## src/rmc_pkg.sv

```systemverilog
`timescale 1ns / 1ps

package rmc_pkg;

    // Default depth of the received-line store.
    localparam int RX_STORE_DEPTH_DEF = 128;

    // Reset value of the idle limit register.
    localparam logic [7:0] IDLE_LIMIT_RST = 8'd4;

    // Character codes used by the parser.
    localparam logic [7:0] CH_DOLLAR = 8'h24;
    localparam logic [7:0] CH_G      = 8'h47;
    localparam logic [7:0] CH_P      = 8'h50;
    localparam logic [7:0] CH_R      = 8'h52;
    localparam logic [7:0] CH_M      = 8'h4d;
    localparam logic [7:0] CH_C      = 8'h43;
    localparam logic [7:0] CH_COMMA  = 8'h2c;
    localparam logic [7:0] CH_STAR   = 8'h2a;
    localparam logic [7:0] CH_ZERO   = 8'h30;
    localparam logic [7:0] CH_SEVEN  = 8'h37;
    localparam logic [7:0] CH_LF     = 8'h0a;
    localparam logic [7:0] SAT_TICKS = 8'hff;

    typedef enum logic [2:0] {
        KIND_BYTE   = 3'd0,
        KIND_TICK   = 3'd1,
        KIND_REARM  = 3'd2,
        KIND_TXHOLD = 3'd3,
        KIND_READ   = 3'd4
    } kind_t;

    typedef enum logic [2:0] {
        PH_HEADER  = 3'd0,
        PH_DATA    = 3'd1,
        PH_CK_HIGH = 3'd2,
        PH_CK_LOW  = 3'd3,
        PH_WAIT_LF = 3'd4,
        PH_GOOD    = 3'd5,
        PH_ERROR   = 3'd6,
        PH_TX_HOLD = 3'd7
    } phase_t;

    // Write request from the parser to the line store.
    typedef struct packed {
        logic       mem_we;  // write the main array at the given address
        logic       e0_we;   // write the separate entry-zero register
        logic [7:0] data;
    } store_wr_t;

    // Parser state after an item, as reported on the result channel.
    typedef struct packed {
        phase_t     phase;
        logic [6:0] byte_count;
        logic [7:0] running_xor;
    } parse_stat_t;

    // Expected header character at store positions 1 through 7.
    function automatic logic [7:0] hdr_char(input logic [2:0] pos);
        logic [7:0] ch;
        unique case (pos)
            3'd1:    ch = CH_DOLLAR;
            3'd2:    ch = CH_G;
            3'd3:    ch = CH_P;
            3'd4:    ch = CH_R;
            3'd5:    ch = CH_M;
            3'd6:    ch = CH_C;
            3'd7:    ch = CH_COMMA;
            default: ch = 8'h00;
        endcase
        return ch;
    endfunction

    // Uppercase ASCII hex digit of the low nibble.
    function automatic logic [7:0] hex_digit(input logic [3:0] nib);
        logic [7:0] ch;
        if (nib > 4'd9) begin
            ch = {4'h0, nib} + CH_SEVEN;
        end else begin
            ch = {4'h0, nib} + CH_ZERO;
        end
        return ch;
    endfunction

endpackage

```

## src/nmea_rmc_sentence_checker_top.sv

```systemverilog
`timescale 1ns / 1ps

// NMEA RMC sentence checker.
// The slave stream carries one item per received character, timer tick or
// software request. s_tuser holds the kind (byte, tick, rearm, transmit hold,
// read store); s_tdata holds the received character and the store index to
// read. The master stream returns exactly one item per input item: the parser
// phase, the store position, the running XOR of the sentence body and the
// byte read from the line store (zero unless the item was a read).
// The cfg channel writes the idle limit, the number of silent ticks beyond
// which the next byte restarts the line; it is always ready and should be
// written only while no item is in flight.
// An accepted item sits in the input stage (with its line-store read done as it
// is accepted), and its result is then loaded into the output register. The
// block takes one item every cycle while m_tready stays high; the registered
// read port of the line store sets the input stage.
// When the receiver stalls, the output register holds its result and the input
// stage holds one more item, then s_tready drops until m_tready returns.
// Synchronous reset returns the parser to hunting for a header, clears the
// position, checksum and silence count, restores the idle limit to 4 and
// empties both stages. The line store contents are not cleared.
module nmea_rmc_sentence_checker_top #(
    parameter int RX_STORE_DEPTH = rmc_pkg::RX_STORE_DEPTH_DEF
) (
    input  logic        aclk,
    input  logic        aresetn,
    // Input item channel.
    input  logic        s_tvalid,
    output logic        s_tready,
    input  logic [15:0] s_tdata,   // [7:0] rx_byte, [14:8] read_index, [15] zero
    input  logic [2:0]  s_tuser,   // [2:0] kind
    // Result item channel.
    output logic        m_tvalid,
    input  logic        m_tready,
    output logic [31:0] m_tdata,   // [2:0] parse_state, [9:3] byte_count,
                                   // [17:10] running_xor, [25:18] read_data,
                                   // [31:26] zero
    // Idle limit register write.
    input  logic        cfg_valid,
    output logic        cfg_ready,
    input  logic [7:0]  cfg_data
);
    import rmc_pkg::*;

    localparam int AW = $clog2(RX_STORE_DEPTH);

    logic          s_acc;
    logic          adv;
    logic [7:0]    idle_limit_reg;

    // Input stage.
    logic          v1_reg;
    kind_t         kind1_reg;
    logic [7:0]    rx1_reg;

    // Output stage.
    logic          vo_reg;
    parse_stat_t   stat_o_reg;
    logic [7:0]    rdata_o_reg;

    parse_stat_t   stat;
    store_wr_t     wr;
    logic [AW-1:0] wr_addr;
    logic [7:0]    rd_data;

    // The input stage moves on whenever the output register is empty or
    // being drained in this cycle.
    assign adv      = v1_reg && (!vo_reg || m_tready);
    assign s_tready = !v1_reg || adv;
    assign s_acc    = s_tvalid && s_tready;

    assign cfg_ready = 1'b1;

    always_ff @(posedge aclk) begin
        if (!aresetn) begin
            idle_limit_reg <= IDLE_LIMIT_RST;
        end else if (cfg_valid) begin
            idle_limit_reg <= cfg_data;
        end
    end

    always_ff @(posedge aclk) begin
        if (!aresetn) begin
            v1_reg <= 1'b0;
            vo_reg <= 1'b0;
        end else begin
            if (s_acc) begin
                v1_reg <= 1'b1;
            end else if (adv) begin
                v1_reg <= 1'b0;
            end
            if (adv) begin
                vo_reg <= 1'b1;
            end else if (m_tready) begin
                vo_reg <= 1'b0;
            end
        end
    end

    always_ff @(posedge aclk) begin
        if (s_acc) begin
            kind1_reg <= kind_t'(s_tuser);
            rx1_reg   <= s_tdata[7:0];
        end
        if (adv) begin
            stat_o_reg  <= stat;
            rdata_o_reg <= (kind1_reg == KIND_READ) ? rd_data : 8'h00;
        end
    end

    rmc_parser #(
        .RX_STORE_DEPTH (RX_STORE_DEPTH),
        .AW             (AW)
    ) u_parser (
        .aclk       (aclk),
        .aresetn    (aresetn),
        .go         (adv),
        .kind       (kind1_reg),
        .rx_byte    (rx1_reg),
        .idle_limit (idle_limit_reg),
        .stat       (stat),
        .wr         (wr),
        .wr_addr    (wr_addr)
    );

    // The store is read as the item is accepted, so the byte is ready when
    // the item leaves the input stage.
    rmc_line_store #(
        .RX_STORE_DEPTH (RX_STORE_DEPTH),
        .AW             (AW)
    ) u_store (
        .aclk     (aclk),
        .wr       (wr),
        .wr_addr  (wr_addr),
        .rd_en    (s_acc),
        .rd_index (s_tdata[14:8]),
        .rd_data  (rd_data)
    );

    assign m_tvalid = vo_reg;
    assign m_tdata  = {6'b0, rdata_o_reg, stat_o_reg.running_xor,
                       stat_o_reg.byte_count, stat_o_reg.phase};

    // A rearm always reports the hunting phase at position zero.
    a_rearm_clears: assert property (@(posedge aclk) disable iff (!aresetn)
        (adv && kind1_reg == KIND_REARM) |=>
            (m_tvalid && m_tdata[2:0] == PH_HEADER && m_tdata[9:3] == 7'd0))
        else $error("rearm did not return parser to header hunting");

    // Only read items carry store data.
    a_read_data_zero: assert property (@(posedge aclk) disable iff (!aresetn)
        (adv && kind1_reg != KIND_READ) |=> (m_tdata[25:18] == 8'h00))
        else $error("read_data nonzero on a non-read item");

    // Transmit hold is reported right after a hold item.
    a_tx_hold: assert property (@(posedge aclk) disable iff (!aresetn)
        (adv && kind1_reg == KIND_TXHOLD) |=> (m_tdata[2:0] == PH_TX_HOLD))
        else $error("transmit hold not reported");

    // An input stage that is empty never blocks the input channel.
    a_ready_when_empty: assert property (@(posedge aclk) disable iff (!aresetn)
        (!v1_reg) |-> s_tready)
        else $error("input stalled while input stage empty");

endmodule

```

## src/rmc_line_store.sv

```systemverilog
`timescale 1ns / 1ps

module rmc_line_store #(
    parameter int RX_STORE_DEPTH = rmc_pkg::RX_STORE_DEPTH_DEF,
    parameter int AW             = $clog2(RX_STORE_DEPTH)
) (
    input  logic                    aclk,
    input  rmc_pkg::store_wr_t      wr,
    input  logic [AW-1:0]           wr_addr,
    input  logic                    rd_en,
    input  logic [6:0]              rd_index,
    output logic [7:0]              rd_data
);
    import rmc_pkg::*;

    localparam int PW = (AW > 7) ? AW : 7;

    // Entry zero lives in its own register, because a wrapping byte writes
    // both the last entry and entry zero in the same cycle.
    logic [7:0]    mem [RX_STORE_DEPTH];
    logic [7:0]    e0_reg;
    logic [7:0]    e0_now;
    logic [7:0]    rd_reg;
    logic [PW-1:0] idx_w;
    logic [AW-1:0] rd_addr;
    logic          in_range;
    logic          hit;

    assign idx_w    = PW'(rd_index);
    assign rd_addr  = idx_w[AW-1:0];
    assign in_range = (PW+1)'(rd_index) < (PW+1)'(RX_STORE_DEPTH);
    assign e0_now   = wr.e0_we ? wr.data : e0_reg;
    // A read in the same cycle as a write to that entry sees the new byte.
    assign hit      = wr.mem_we && (wr_addr == rd_addr);

    always_ff @(posedge aclk) begin
        if (wr.mem_we) begin
            mem[wr_addr] <= wr.data;
        end
        if (wr.e0_we) begin
            e0_reg <= wr.data;
        end
        if (rd_en) begin
            if (!in_range) begin
                rd_reg <= 8'h00;
            end else if (rd_index == 7'd0) begin
                rd_reg <= e0_now;
            end else if (hit) begin
                rd_reg <= wr.data;
            end else begin
                rd_reg <= mem[rd_addr];
            end
        end
    end

    assign rd_data = rd_reg;

endmodule

```

## src/rmc_parser.sv

```systemverilog
`timescale 1ns / 1ps

module rmc_parser #(
    parameter int RX_STORE_DEPTH = rmc_pkg::RX_STORE_DEPTH_DEF,
    parameter int AW             = $clog2(RX_STORE_DEPTH)
) (
    input  logic                  aclk,
    input  logic                  aresetn,
    input  logic                  go,
    input  rmc_pkg::kind_t        kind,
    input  logic [7:0]            rx_byte,
    input  logic [7:0]            idle_limit,
    output rmc_pkg::parse_stat_t  stat,
    output rmc_pkg::store_wr_t    wr,
    output logic [AW-1:0]         wr_addr
);
    import rmc_pkg::*;

    localparam int            PW   = (AW > 7) ? AW : 7;
    localparam logic [AW-1:0] LAST = AW'(RX_STORE_DEPTH - 1);

    phase_t        phase_reg, phase_next;
    logic [AW-1:0] pos_reg, pos_next;
    logic [7:0]    xor_reg, xor_next;
    logic [7:0]    silent_reg, silent_next;
    logic [AW-1:0] pos_pre;
    logic [AW-1:0] pos_adv;
    logic [PW-1:0] pos_w;
    logic          hdr_ok;

    // Position after a silence check, and after the store pointer moves on.
    assign pos_pre = (silent_reg > idle_limit) ? '0 : pos_reg;
    assign pos_adv = (pos_pre == LAST) ? '0 : pos_pre + AW'(1);
    assign hdr_ok  = (pos_adv >= AW'(1)) && (pos_adv <= AW'(7)) &&
                     (rx_byte == hdr_char(pos_adv[2:0]));

    always_comb begin
        phase_next  = phase_reg;
        pos_next    = pos_reg;
        xor_next    = xor_reg;
        silent_next = silent_reg;
        wr          = '0;
        wr.data     = rx_byte;
        if (go) begin
            unique case (kind)
                KIND_BYTE: begin
                    if (phase_reg != PH_TX_HOLD) begin
                        silent_next = 8'h00;
                        wr.mem_we   = (pos_pre != '0);
                        wr.e0_we    = (pos_pre == '0) || (pos_pre == LAST);
                        pos_next    = pos_adv;
                        unique case (phase_reg)
                            PH_HEADER: begin
                                if (hdr_ok) begin
                                    xor_next = (pos_adv <= AW'(2)) ? rx_byte
                                                                   : xor_reg ^ rx_byte;
                                    if (pos_adv == AW'(7)) begin
                                        phase_next = PH_DATA;
                                    end
                                end else begin
                                    pos_next = '0;
                                end
                            end
                            PH_DATA: begin
                                if (rx_byte == CH_STAR) begin
                                    phase_next = PH_CK_HIGH;
                                end else begin
                                    xor_next = xor_reg ^ rx_byte;
                                end
                            end
                            PH_CK_HIGH: begin
                                phase_next = (hex_digit(xor_reg[7:4]) == rx_byte) ?
                                             PH_CK_LOW : PH_ERROR;
                            end
                            PH_CK_LOW: begin
                                phase_next = (hex_digit(xor_reg[3:0]) == rx_byte) ?
                                             PH_WAIT_LF : PH_ERROR;
                            end
                            PH_WAIT_LF: begin
                                if (rx_byte == CH_LF) begin
                                    phase_next = PH_GOOD;
                                end
                            end
                            PH_GOOD: begin
                                phase_next = PH_GOOD;
                            end
                            default: begin
                                phase_next = PH_HEADER;
                                pos_next   = '0;
                            end
                        endcase
                    end
                end
                KIND_TICK: begin
                    if (silent_reg != SAT_TICKS) begin
                        silent_next = silent_reg + 8'd1;
                    end
                end
                KIND_REARM: begin
                    phase_next = PH_HEADER;
                    pos_next   = '0;
                end
                KIND_TXHOLD: begin
                    phase_next = PH_TX_HOLD;
                end
                default: begin
                end
            endcase
        end
    end

    always_ff @(posedge aclk) begin
        if (!aresetn) begin
            phase_reg  <= PH_HEADER;
            pos_reg    <= '0;
            xor_reg    <= 8'h00;
            silent_reg <= 8'h00;
        end else begin
            phase_reg  <= phase_next;
            pos_reg    <= pos_next;
            xor_reg    <= xor_next;
            silent_reg <= silent_next;
        end
    end

    assign wr_addr          = pos_pre;
    assign pos_w            = PW'(pos_next);
    assign stat.phase       = phase_next;
    assign stat.byte_count  = pos_w[6:0];
    assign stat.running_xor = xor_next;

endmodule
```

## config.mk

```make
export PLATFORM = sky130hd
export DESIGN_NAME = nmea_rmc_sentence_checker_top
export DESIGN_NICKNAME = d
export VERILOG_FILES = /design/src/rmc_pkg.sv /design/src/nmea_rmc_sentence_checker_top.sv /design/src/rmc_line_store.sv /design/src/rmc_parser.sv
export SDC_FILE = /design/constraint.sdc
export NUM_CORES = 1
export LEC_CHECK = 0
export BUFFER_PORTS_ARGS = -buffer_cell sky130_fd_sc_hd__buf_2
export CORE_ASPECT_RATIO = 0.8
export CORE_MARGIN = 4
export CORE_UTILIZATION = 40
export CTS_CLUSTER_DIAMETER = 150
export CTS_CLUSTER_SIZE = 10
export DETAILED_ROUTE_END_ITERATION = 8
export PLACE_DENSITY = 0.57
export SYNTH_ARGS = -nofsm -noshare
export SYNTH_HDL_FRONTEND = slang
export SYNTH_HIERARCHICAL = 1
export SYNTH_SLANG_ARGS = --single-unit
```

## constraint.sdc

```tcl
create_clock -name aclk -period 5.9 [get_ports aclk]
set_clock_uncertainty 0.2 [all_clocks]
set_input_delay 0.885 -clock aclk [delete_from_list [all_inputs] [get_ports aclk]]
set_output_delay 0.885 -clock aclk [all_outputs]
set_load 0.02 [all_outputs]
```

Word level (Yosys, flattened, before mapping)
Memories as Yosys holds them, arrays and structs flattened.
Cells that the tools add are included.
{"block": "totals", "elab_cells": 127, "ff_bits": 89, "in_bits": 32, "mem_count": 1, "out_inout_bits": 35, "mem_bits_rw": 1024}
{"memory": "u_store.mem", "depth": 128, "width": 8, "rd": 1, "rd_clocked_by_memory_dff": 0, "write_ports": 1, "line_no": "rmc_line_store.sv:20", "text": "logic [7:0] mem [RX_STORE_DEPTH];"}
{"block": "classes", "addsub": 6, "n_lt_le_gt_ge": 6, "bitwise": 1, "eq_ne": 28, "reduce_logical": 20, "muxes": 50}
{"op": "2-to-1 mux 8 bit", "count": 21}
{"op": "case mux 7 bit (7 select lines)", "count": 1}
{"op": "2-to-1 mux 7 bit", "count": 5}
{"op": "case mux 8 bit (2 select lines)", "count": 2}
{"op": "adder 4 x 6 -> 7 bit, second input constant", "count": 4}
{"op": "case mux 7 bit (2 select lines)", "count": 2}
{"op": "== test 3 bit, second input constant", "count": 7}
{"op": "2-to-1 mux 3 bit", "count": 7}
{"op": "== test 3 x 2 -> 1 bit, second input constant", "count": 6}
{"op": "case mux 3 bit (6 select lines)", "count": 1}
{"op": "== test 8 bit", "count": 2}
{"op": "zero test 7 bit", "count": 2}
{"op": "== test 3 x 1 -> 1 bit, second input constant", "count": 3}
{"op": "case mux 3 bit (3 select lines)", "count": 1}
{"op": "adder 8 x 1 -> 8 bit, second input constant", "count": 1}
{"op": "== test 8 x 4 -> 1 bit, second input constant", "count": 1}
{"op": "== test 8 x 6 -> 1 bit, second input constant", "count": 1}
{"op": "== test 8 x 7 -> 1 bit", "count": 1}
{"op": "> comparator 4 bit, second input constant", "count": 2}
{"op": "> comparator 8 bit", "count": 1}
{"op": "2-to-1 mux 2 bit", "count": 4}
{"op": "!= test 8 bit, second input constant", "count": 1}
{"op": "XOR 8 bit", "count": 1}
{"op": "adder 7 x 1 -> 7 bit, second input constant", "count": 1}
{"op": "17 further kinds", "count": 33}

Longest topological paths before layout
{"block": "depth", "word_depth": 13, "mapped_depth": 19, "mapped_depth_nobuf": 18}

Cells and area by module
The synthesis kept the hierarchy.
{"module": "rmc_line_store", "seq_area_each_um2": 31149.9, "cells_each": 2006, "instances": 1, "area_each_um2": 40899.2}
{"module": "rmc_parser", "seq_area_each_um2": 520.5, "cells_each": 396, "instances": 1, "area_each_um2": 2826.5}
{"module": "nmea_rmc_sentence_checker_top", "seq_area_each_um2": 1311.3, "cells_each": 90, "instances": 1, "area_each_um2": 1627.8}

Worst setup path before layout
No wires, ideal clock.
{"block": "synth_path", "kind": "input port to flip-flop", "from": "input port m_tready", "to": "memory u_store.mem[107][0] (enable)", "arrival_ns": 4.501, "required_time_ns": 5.330, "slack_ns": 0.829, "path_stages": 12, "setup_time_ns": 0.370, "path_buffers": 2, "path_cell_list": "nor2b_1 -> nor2b_1 -> nand2b_1 -> or2_2 -> nor2_1 -> nand2_1 -> a31oi_1 -> clkbuf_1 -> nor2b_1 -> nand3_1 -> clkbuf_1 -> nor2_1"}
{"element": "from (decl)", "line_no": "nmea_rmc_sentence_checker_top.sv:34", "text": "input logic m_tready,"}
{"element": "to (decl)", "line_no": "rmc_line_store.sv:20"}

==> results.sh <==
export IMPL_synth_area_leaders="edfxtp_1, mux4_2, mux2i_1"
export IMPL_ys_types=89
export IMPL_drt_vias_per_instance=5.81
export IMPL_final_hold_viol_count=0
export IMPL_combPwrFrac_pct=5.3
export IMPL_yosysWarnings=6
export IMPL_drc=2
export IMPL_critical_path_class="register to register"
export IMPL_ys_ff_latch=1113
export IMPL_ctsHoldBuffers=0
export IMPL_grt_antenna_before_repair=3
export IMPL_p_int_uw=12700
export IMPL_worstRegToRegCells=19
export IMPL_critPathMaxStageDelay_ns=0.68
export IMPL_dr_pass1_iters=7
export IMPL_power_switching_uw=3490
export IMPL_violations="DRC"
export IMPL_min_period_ns=5.39
export IMPL_wire_per_inst_um=27.8
export IMPL_largest_reg_flops=1024
export IMPL_ios=67
export IMPL_clk_pin_slew_worst_paths_ns=0.06
export IMPL_rsz0062_at_grt="false"
export IMPL_vias=24500
export IMPL_met1_usage_pct=29.8
export IMPL_ant_nets=0
export IMPL_powerDensity_nw_per_um2=317
export IMPL_stdcell_count=4224
export IMPL_endpoint_kind="register"
export IMPL_vdd_drop_max_v=0.000242
export IMPL_period_share_pct=91.3
export IMPL_grt_pass1_wl_mm=171
export IMPL_synth_area_um2=45400
export IMPL_die_h_um=309
export IMPL_status="finished, violations left"
export IMPL_final_cell_mix="edfxtp_1, mux4_2, nor2_1"
export IMPL_place_inst=4041
export IMPL_num_nets_final=2703
export IMPL_use_met3_pct=4.54
export IMPL_gp_congestion=0.854
export IMPL_start_util_pct=40.3
export IMPL_drt_wl_total_mm=117
export IMPL_clkLatencyLatePin_ns=0.73
export IMPL_cap_violations=0
export IMPL_worstHoldStart="s_tdata[5]"
export IMPL_cts_root_buf="clkbuf_16"
export IMPL_yosysSeqAreaShare_pct=72.7
export IMPL_final_common_cell="edfxtp_1"
export IMPL_reg2reg_from="idle_limit_reg[7]"
export IMPL_core_um2=113000
export IMPL_critical_path_arrival_ns=5.65
export IMPL_min_path_cells=1
export IMPL_fmax_ghz=0.186
export IMPL_largest_register="u_store/mem"
export IMPL_clkSinkCount=1113
export IMPL_setup_tns_ns=0
export IMPL_netlist_instances=2492
export IMPL_dp_hpwl_mm=74.0
export IMPL_holdWs_ns=0.126
export IMPL_tritoncts="built"
export IMPL_critPathMaxFanout=12
export IMPL_track_usage_pct=19.8
export IMPL_reg2reg_slack_ns=0.51
export IMPL_hp_class="input port to register"
export IMPL_reg2reg_to="m_tdata[10]"
export IMPL_power_frac_clock_pct=40.9
export IMPL_synthArstFlopShare_pct=0
export IMPL_cts_max_level=3
export IMPL_p_sw_share_pct=21.5
export IMPL_seq_power_share_pct=53.8
export IMPL_finalSetupViolations=0
export IMPL_avgSynthCellArea_um2=18.2
export IMPL_synth_edf_count=1069
export IMPL_grt_max_degree=144
export IMPL_die_w_um=384
export IMPL_rows=110
export IMPL_cp_slowest_cell="a2111oi_0"
export IMPL_overflow=0
export IMPL_top_usage_layer="met1"
export IMPL_p_leak_uw=0.0164
export IMPL_slew_headroom_pct=22.4
export IMPL_dieArea_um2=119000
export IMPL_io_buffers=58
export IMPL_area_delta_synth_final_pct=12.7
export IMPL_min_to="rx1_reg[5]"
export IMPL_cts_buffers=121
export IMPL_cp_common_cell="nand2_1"
export IMPL_drive_gt1_share_pct=20.9
export IMPL_worstPathCellList="inv_1 > ha_1 > nand4_1 > nor2_2 > a211oi_1 > nor2_1 > nand2_1 > inv_1 > buf_4 > ha_1 > nand2_1 > nor2_1 > a32oi_1 > or4_1 > a222oi_1 > buf_4 > nand2_1 > a2111oi_0 > o21bai_1"
export IMPL_drt_iter0_drc=2745
export IMPL_slew_viol_final=0
export IMPL_yosysTopAreaCell="edfxtp_1"
export IMPL_grt_pass1_vias=24300
export IMPL_cp_required_ns=6.16
export IMPL_start_kind="register"
export IMPL_grtUsageMet2_pct=29.2
export IMPL_synthFlopType="edfxtp_1"
export IMPL_tightest_slew_ns=1.16
export IMPL_synth_top_area_share_pct=70.8
export IMPL_ctsLongestPathBuffers=3
## power groups by stage
stage | sequential, µW | clock, µW | combinational (µW)
detailed placement | 8890 | 0 | 866
CTS | 8720 | 6800 | 869
global placement | 8880 | 0 | 850
global route | 8720 | 7190 | 917
finish | 8720 | 6630 | 866
floorplan | 8890 | 0 | 538
## routing by layer
metal  part of all wire, %  up-vias
li1                      -    10400
met1                    44    12900
met2                    44     1067
met3                   9.0      180
met4                   2.1        0
met5                     0        -
## cells by family after synthesis
| family | Yosys count | share of synthesized area [%] |
|---|---|---|
| adder cells (fa/ha/maj) | 19 | 0.524 |
| buffers and inverters | 186 | 2.34 |
| AND/OR/NAND/NOR | 462 | 4.87 |
| other | 2 | 0.0166 |
| multiplexers | 355 | 13.8 |
| AO/OA/AOI/OAI | 321 | 5.08 |
| XOR/XNOR | 34 | 0.657 |
| flip-flops | 1113 | 72.7 |
## cells in the mapped netlist (14+ instances only)
cell,instances
edfxtp_1,1069
mux4_2,214
nor2_1,178
mux2i_1,124
nand2_1,93
clkbuf_1,61
a21oi_1,53
dfxtp_1,44
nand3_1,40
o21ai_0,37
a22oi_1,33
inv_1,33
buf_2,31
buf_4,26
and2_1,24
nor2b_1,24
nor3_1,23
xnor2_1,23
a221oi_1,21
buf_6,20
ha_1,19
o221ai_1,19
a31oi_1,18
mux2_2,14
## critical path, delay by kind of cell, from the launching register on
kind | cells | cell delay (ns)
AO/OA/AOI/OAI | 5 | 1.29
adder cells (fa/ha/maj) | 2 | 0.72
buffers and inverters | 4 | 0.65
flip-flops | 1 | 0.33
AND/OR/NAND/NOR | 8 | 1.93
## how the worst max path moves through the flow
stage                           start                   to  slack (ns)  cells past startpoint
finish              idle_limit_reg[7]          m_tdata[10]        0.51                     19
global route        idle_limit_reg[7]           m_tdata[8]        0.05                     19
CTS                 idle_limit_reg[7]           m_tdata[8]        0.51                     19
detailed placement  idle_limit_reg[7]           m_tdata[8]        0.53                     19
global placement    idle_limit_reg[7]          m_tdata[10]        0.71                     19
floorplan                    m_tready  u_store/mem[107][0]        0.83                     12
## layout make-up
cell class	count	area, µm²
diodes	2	5.00
inverters	37	139
flip-flops and latches	1113	33000
fillers	9697	61500
multi-input cells	1198	11400
repair buffers	181	1390
well taps	1512	1890
clock inverters	8	139
clock buffers	173	3220
## per-stage QoR
step,utilization [%],instance area [µm²],worst slack (ns),power (µW)
6_report,45.4,51100,0.512,16200
5_1_grt,45.4,51100,0.0481,16800
4_1_cts,45.4,51100,0.507,16400
3_5_place_dp,42.4,47800,0.526,9750
3_3_place_gp,42.4,47800,0.712,9730
2_1_floorplan,-,45400,0.829,9420
## repair_timing
| action | CTS | global route |
|---|---|---|
| endpoints found under the setup margin | 0 | 3 |
| gates resized for setup | 0 | 3 |
| hold endpoints to repair | 0 | 0 |
| buffers inserted | 0 | 0 |
Note: power is estimated with default switching activity, not from simulation.
